<file path="config.mk">
export PLATFORM = sky130hd
export DESIGN_NAME = spms_outq
export DESIGN_NICKNAME = d
export VERILOG_FILES = /design/src/rtl/six_part_music_sequencer_unit_defines.svh /design/src/rtl/spms_pkg.sv /design/src/rtl/spms_outq.sv
export SDC_FILE = /design/constraint.sdc
export NUM_CORES = 1
export LEC_CHECK = 0
export ABC_AREA = 1
export BUFFER_PORTS_ARGS = -buffer_cell sky130_fd_sc_hd__buf_2
export CAP_MARGIN = 20
export CORE_ASPECT_RATIO = 1.2
export CORE_MARGIN = 4
export CORE_UTILIZATION = 45
export CTS_BUF_LIST = sky130_fd_sc_hd__clkbuf_4
export CTS_CLUSTER_SIZE = 10
export DETAILED_ROUTE_END_ITERATION = 10
export PLACE_DENSITY = 0.74
export SYNTH_ARGS = -nofsm -noshare
export SYNTH_HDL_FRONTEND = slang
export SYNTH_SLANG_ARGS = --single-unit
</file>
<file path="constraint.sdc">
create_clock -name clk -period 3.3 [get_ports clk]
set_input_delay 0.165 -clock clk [delete_from_list [all_inputs] [get_ports clk]]
set_output_delay 0.165 -clock clk [all_outputs]
set_load 0.01 [all_outputs]
</file>
<file path="src/rtl/six_part_music_sequencer_unit_defines.svh">
// assertion macros for the six-part music sequencer
// used by six_part_music_sequencer_unit.sv; clock clk, reset rst_n
`ifndef SIX_PART_MUSIC_SEQUENCER_UNIT_DEFINES_SVH
`define SIX_PART_MUSIC_SEQUENCER_UNIT_DEFINES_SVH

// condition that holds at every edge out of reset
`define SPMS_CHECK(lbl, cond, msg) \
  lbl: assert property (@(posedge clk) disable iff (!rst_n) (cond)) else $error(msg);

// implication checked at every edge out of reset
`define SPMS_IMPLY(lbl, ante, cons, msg) \
  lbl: assert property (@(posedge clk) disable iff (!rst_n) (ante) |-> (cons)) else $error(msg);

`endif

</file>
<file path="src/rtl/spms_pkg.sv">
// shared types and constants for the six-part music sequencer
// no dependencies
`timescale 1ns / 1ps

package spms_pkg;

  localparam int PART_FW  = 3;
  localparam int STEP_W   = 11;
  localparam logic [STEP_W-1:0] CMD_BUDGET = 11'd1024;

  typedef enum logic [2:0] {
    EV_KEY_OFF = 3'd0,
    EV_KEY_ON  = 3'd1,
    EV_TONE    = 3'd2,
    EV_REG     = 3'd3,
    EV_OVERRUN = 3'd4
  } ev_t;

  typedef enum logic [1:0] {
    KIND_WRITE = 2'd0,
    KIND_START = 2'd1,
    KIND_TICK  = 2'd2,
    KIND_STOP  = 2'd3
  } kind_t;

  typedef enum logic [1:0] {
    MODE_PLAY  = 2'd0,
    MODE_WAIT  = 2'd1,
    MODE_EMPTY = 2'd2
  } mode_t;

  localparam logic [7:0] CMD_REG  = 8'd225;
  localparam logic [7:0] CMD_VOL  = 8'd226;
  localparam logic [7:0] CMD_DLEN = 8'd227;
  localparam logic [7:0] CMD_TONE = 8'd228;
  localparam logic [7:0] CMD_SYNC = 8'd254;
  localparam logic [7:0] CMD_LOOP = 8'd255;

  localparam int CFG_STARTS = 6;
  localparam logic [2:0] CFG_LOAD_BASE = 3'd6;
  localparam logic [15:0] LOAD_BASE_RST = 16'h1000;
  localparam logic [7:0] DLEN_RST  = 8'd5;
  localparam logic [7:0] VOL_RST   = 8'd15;
  localparam logic [7:0] VOL_EMPTY = 8'd255;
  localparam logic [7:0] VOL_PLAY  = 8'd0;

  typedef struct packed {
    ev_t                event_res;
    logic [PART_FW-1:0] part;
    logic [7:0]         value;
    logic [7:0]         extra;
  } res_t;

  typedef struct packed {
    logic put;
    logic fin;
  } outq_ctl_t;

  typedef struct packed {
    logic [15:0] ptr;
    logic [15:0] loop;
    logic [7:0]  dur;
    logic [7:0]  dlen;
    logic [7:0]  vol;
    mode_t       mode;
  } part_rec_t;

endpackage

</file>
<file path="src/rtl/spms_outq.sv">
// result buffer: one pending word plus the output register
// the pending word lets the last flag be set once the item is finished; uses spms_pkg
`timescale 1ns / 1ps

module spms_outq (
  input  logic                clk,
  input  logic                rst_n,
  input  spms_pkg::outq_ctl_t ctl,
  input  spms_pkg::res_t      res,
  output logic                can_put,
  output logic                fin_done,
  output logic                out_tvalid,
  input  logic                out_tready,
  output logic [23:0]         out_tdata,  // event_res, part, value, extra
  output logic                out_tlast
);

  logic           pend_v_r;
  spms_pkg::res_t pend_r;
  logic           oval_r;
  spms_pkg::res_t ores_r;
  logic           olast_r;
  logic           out_free;

  assign out_free = !oval_r || out_tready;
  assign can_put  = !pend_v_r || out_free;
  assign fin_done = !pend_v_r || out_free;

  always_ff @(posedge clk) begin
    if (!rst_n) begin
      pend_v_r <= 1'b0;
      oval_r   <= 1'b0;
    end else begin
      if (out_tready) begin
        oval_r <= 1'b0;
      end
      if (ctl.put && can_put) begin
        pend_r   <= res;
        pend_v_r <= 1'b1;
        if (pend_v_r) begin
          ores_r  <= pend_r;
          olast_r <= 1'b0;
          oval_r  <= 1'b1;
        end
      end else if (ctl.fin && pend_v_r && out_free) begin
        ores_r   <= pend_r;
        olast_r  <= 1'b1;
        oval_r   <= 1'b1;
        pend_v_r <= 1'b0;
      end
    end
  end

  assign out_tvalid = oval_r;
  assign out_tdata  = {2'b00, ores_r.extra, ores_r.value, ores_r.part, ores_r.event_res};
  assign out_tlast  = olast_r;

endmodule
</file>
# Word-level counts from Yosys, hierarchy flattened
# Index checks and enable logic that the tools add are counted.
# word_totals
in_bits	27
reg_bits	47
out_inout_bits	28
# classes
n_reduce_logical	10
eq_ne	1
muxes	12
# ops
operator	n
$mux 22	3
$mux 1	9
$logic_and 1x1->1	3
$reduce_and 3->1	1
$logic_not 1->1	2
$logic_or 1x1->1	2
$ne 2x2->1 const B	1
$reduce_and 2->1	1
$reduce_bool 2->1	1

# Logic depth before layout (Yosys ltp)
# depth
ltp_word	6
ltp_mapped	5

# Worst setup path before layout
# No wires, ideal clock.
# synth_path
path_kind	register to register
startpoint	register oval_r, in the netlist out_tvalid
endpoint	register ores_r (netlist bit out_tdata[0]), enable pin
stages_incl_launch_ff	4
arrival_ns	1.545
n_path_buf	0
period_less_slack_ns	1.948
slack_ns	1.352
required_time_ns	2.897
setup_time_ns	0.403
path_cell_list	dfxtp_1 nand3_2 nand2_2 nor2_1
# synth_via
elab_chain_len	6
elab_cells_between_ends	8
classes_between	eq/ne (1); reduce/logical (7)
# synth_rtl
item	line	rtl
start: declaration	spms_outq.sv:20	logic oval_r;
start signal: assignment	spms_outq.sv:32	oval_r <= 1'b0;
start signal: assignment	spms_outq.sv:35	oval_r <= 1'b0;
start signal: assignment	spms_outq.sv:43	oval_r <= 1'b1;
$logic_not 1->1 (*)	spms_outq.sv:25	assign out_free = !oval_r || out_tready;
$logic_or 1x1->1 (*)	spms_outq.sv:25	
$logic_or 1x1->1 (*)	spms_outq.sv:26	assign can_put = !pend_v_r || out_free;
net can_put	spms_outq.sv:10	output logic can_put,
$logic_and 1x1->1 (*)	spms_outq.sv:37	if (ctl.put && can_put) begin
$ne 2x2->1 (no line) / $reduce_bool 2->1 (equally long branches)	--	
$reduce_and 3->1 (no line) (*)	--	
end signal: assignment	spms_outq.sv:41	ores_r <= pend_r;
end signal: assignment	spms_outq.sv:46	ores_r <= pend_r;
end: declaration	spms_outq.sv:21	spms_pkg::res_t ores_r;
# The timed path passes the listed nets; every way through them passes the cells marked *.
# A chain may end at the register's enable or synchronous reset.

# Final worst setup path
# layout_path
startpoint	register pend_v_r
endpoint	register pend_r[4] (netlist bit), enable pin
# layout_via
elab_chain_len	4
# layout_rtl
item	line	rtl
start: declaration	spms_outq.sv:18	logic pend_v_r;
start signal: assignment	spms_outq.sv:31	pend_v_r <= 1'b0;
start signal: assignment	spms_outq.sv:39	pend_v_r <= 1'b1;
start signal: assignment	spms_outq.sv:49	pend_v_r <= 1'b0;
$logic_not 1->1	spms_outq.sv:26	
$logic_or 1x1->1	spms_outq.sv:26	
$logic_and 1x1->1	spms_outq.sv:37	
$reduce_and 2->1 (no line)	--	
end signal: assignment	spms_outq.sv:38	pend_r <= res;
end: declaration	spms_outq.sv:19	spms_pkg::res_t pend_r;
# No other way between the ends.

==> reports/metrics.cfg <==
[clock_network]
clk_latency_ns=0.34
clk_pin_slew_worst_paths_ns=0.12
htree_levels=2
post-cts-setup-buffers=0
numCtsBuffers=5
cts_resized=0
cts_tree=yes
cts_hold_buf=22
cts_root_buf=clkbuf_4
cts_buffer_depth=2
cts_sinks=47

[timing]
finClkSkew_ns=0.009272
drv_slew=0
fmax_ghz=0.6320
timing.setup.tns_ns=0
hold-worst-slack_ns=0.1123
rsz0062_at_grt=false
hold_violations=0
period_needed_ns=1.582
worst_pin_slew_ns=0.7933
slew_headroom=0.4706
period_share=0.4795
setup_violations=0

[grt]
antenna_found_initial=0
grt_pass1_vias=933
grt_pass1_wl_um=4174
grt_usage=0.1369
gr-total-overflow=0
grt_start_max_net_pins=24

[routing]
num_vias=871
routedWlPerCell_um=13.99
drc=0
viasPerCell=4.608
drt-total-wl_um=2645
drtIter0Drc=16
final_antenna_net_count=0
dr.pass1.iters=6

[setup_path]
path_cells=nand3_2, nand3_1, inv_1
path_delay_family=buffers and inverters
slowest_stage=inv_1
critPathMaxFanout=22
path_class=reg2reg
r2r_start=pend_v_r
crit_path_start_kind=register
r2r_end=pend_r[4]
cp.arrival_ns=1.56
reg2reg_depth=3
required_ns=3.28
worst-path-buf-inv=1
crit_path_end_kind=register
cpPeakStageDelay_ns=0.60
reg2reg_slack_ns=1.72

[place]
place_inst=158
gp_congestion=0.7545
port-buffer-count=52
place_hpwl_um=1798

[power_and_ir_drop]
ir_drop_v=0.0004045
leakage_nw=0.8521
p_per_area_nw_per_um2=497.3
fin_total_pwr_mw=1.040

[floorplanning]
coreArea_um2=3138
die_area_um2=4351
dieWidth_um=60.89
start_util=0.4813
io_pins=55
rows=22
die_h_um=71.46

[synth]
async_reset_ff_frac=0
synth.distinct_cells=11
yosys_warnings=0
ys_ff_latch=47
syn_inst=72
synth_edf_count=45
ys_top_cells_by_area=edfxtp_1, dfxtp_1, nand2_1, buf_4, inv_1
synth_top_area_frac=0.8948
synth_ff_type=edfxtp_1
netlist_area_um2=1510
avgSynthCellArea_um2=20.97
yosysTopAreaCell=edfxtp_1
yosysMostFrequentCell=edfxtp_1
ys_seq_area_frac=0.9213
netlist_top_cells_count=edfxtp_1, nand2_1, inv_1

[final_layout]
area_growth_pct=38.44
drive_gt1_frac=0.4183
fill_cells=234
final_cell_count_no_fill=189
multi_input_area_um2=80.08
ff_latch_area_um2=1391
num_antenna_cells=0
nets=179

[outcome]
status=finished, final reports clean

[flow_run]
maxCapViolCount=0

[min_path]
hold_end=out_tlast
hold_start=ctl[1]
hold_class=in2reg
hold-path-cell-count=2

sequential cells by signal (all words and copies together), names as in the netlist:
register    count
out_tdata      22
pend_r         22
out_tlast       1
out_tvalid      1
pend_v_r        1
logic make-up after synthesis:
family	synth area share
buffers and inverters	0.02982
and+or+nand+nor	0.04143
other	0.002483
AOI/OAI and AO/OA	0.004973
DFF	0.9213
power by group:
group | internal (mW) | total (mW) | leakage (nW) | switching [mW]
Sequential | 0.684 | 0.692 | 0.436 | 0.00813
Combinational | 0.0414 | 0.0812 | 0.379 | 0.0398
Clock | 0.110 | 0.266 | 0.0368 | 0.156
Total | 0.835 | 1.04 | 0.852 | 0.204
final cells by class:
cell class                 instances  share of cell area
multi-input combinational         17             0.03830
clock buffer                       8             0.02873
timing repair buffer              75              0.2352
sequential                        47              0.6655
tap                               36             0.02154
inverter                           6             0.01077
how the worst max path moves through the flow:
| stage | from | to | slack, ns | depth (start not counted) |
|---|---|---|---|---|
| 3_5_place_dp | pend_v_r | out_tdata[6] | 1.46 | 4 |
| 6_report | pend_v_r | pend_r[4] | 1.72 | 3 |
| 3_3_place_gp | pend_v_r | out_tdata[20] | 1.59 | 4 |
| 5_1_grt | pend_v_r | pend_r[4] | 1.57 | 3 |
| 2_1_floorplan | out_tvalid | out_tdata[0] | 1.35 | 3 |
| 4_1_cts | pend_v_r | out_tdata[6] | 1.44 | 4 |
through the flow:
step             util  instance area [µm²]  setup slack (ns)
2_1_floorplan       -                 1514             1.352
3_3_place_gp   0.5734                 1799             1.593
3_5_place_dp   0.5734                 1799             1.458
4_1_cts        0.6627                 2079             1.444
5_1_grt        0.6663                 2091             1.569
6_report       0.6663                 2091             1.718
worst reg2reg max path, stage by stage, from the launching register on:
cell	delay, ns
dfxtp_1	0.36
nand3_2	0.13
nand3_1	0.12
inv_1	0.60
routing by layer:
metal / track usage / part of all wire
met2: 0.2461 / 0.57
met5: 0 / 0
met4: 0.08193 / 0.024
met1: 0.1265 / 0.31
met3: 0.04685 / 0.094
layout by cell type, fill, tap and decap left out, drive strengths merged:
cell and count:
buf 53, edfxtp 45, dlygate4sd3 22, nand2 10, clkbuf 8, inv 6
conb 2, dfxtp 2, nand3 2, nor2 2, o21bai 1
Note: power is estimated with default switching activity, not from simulation.
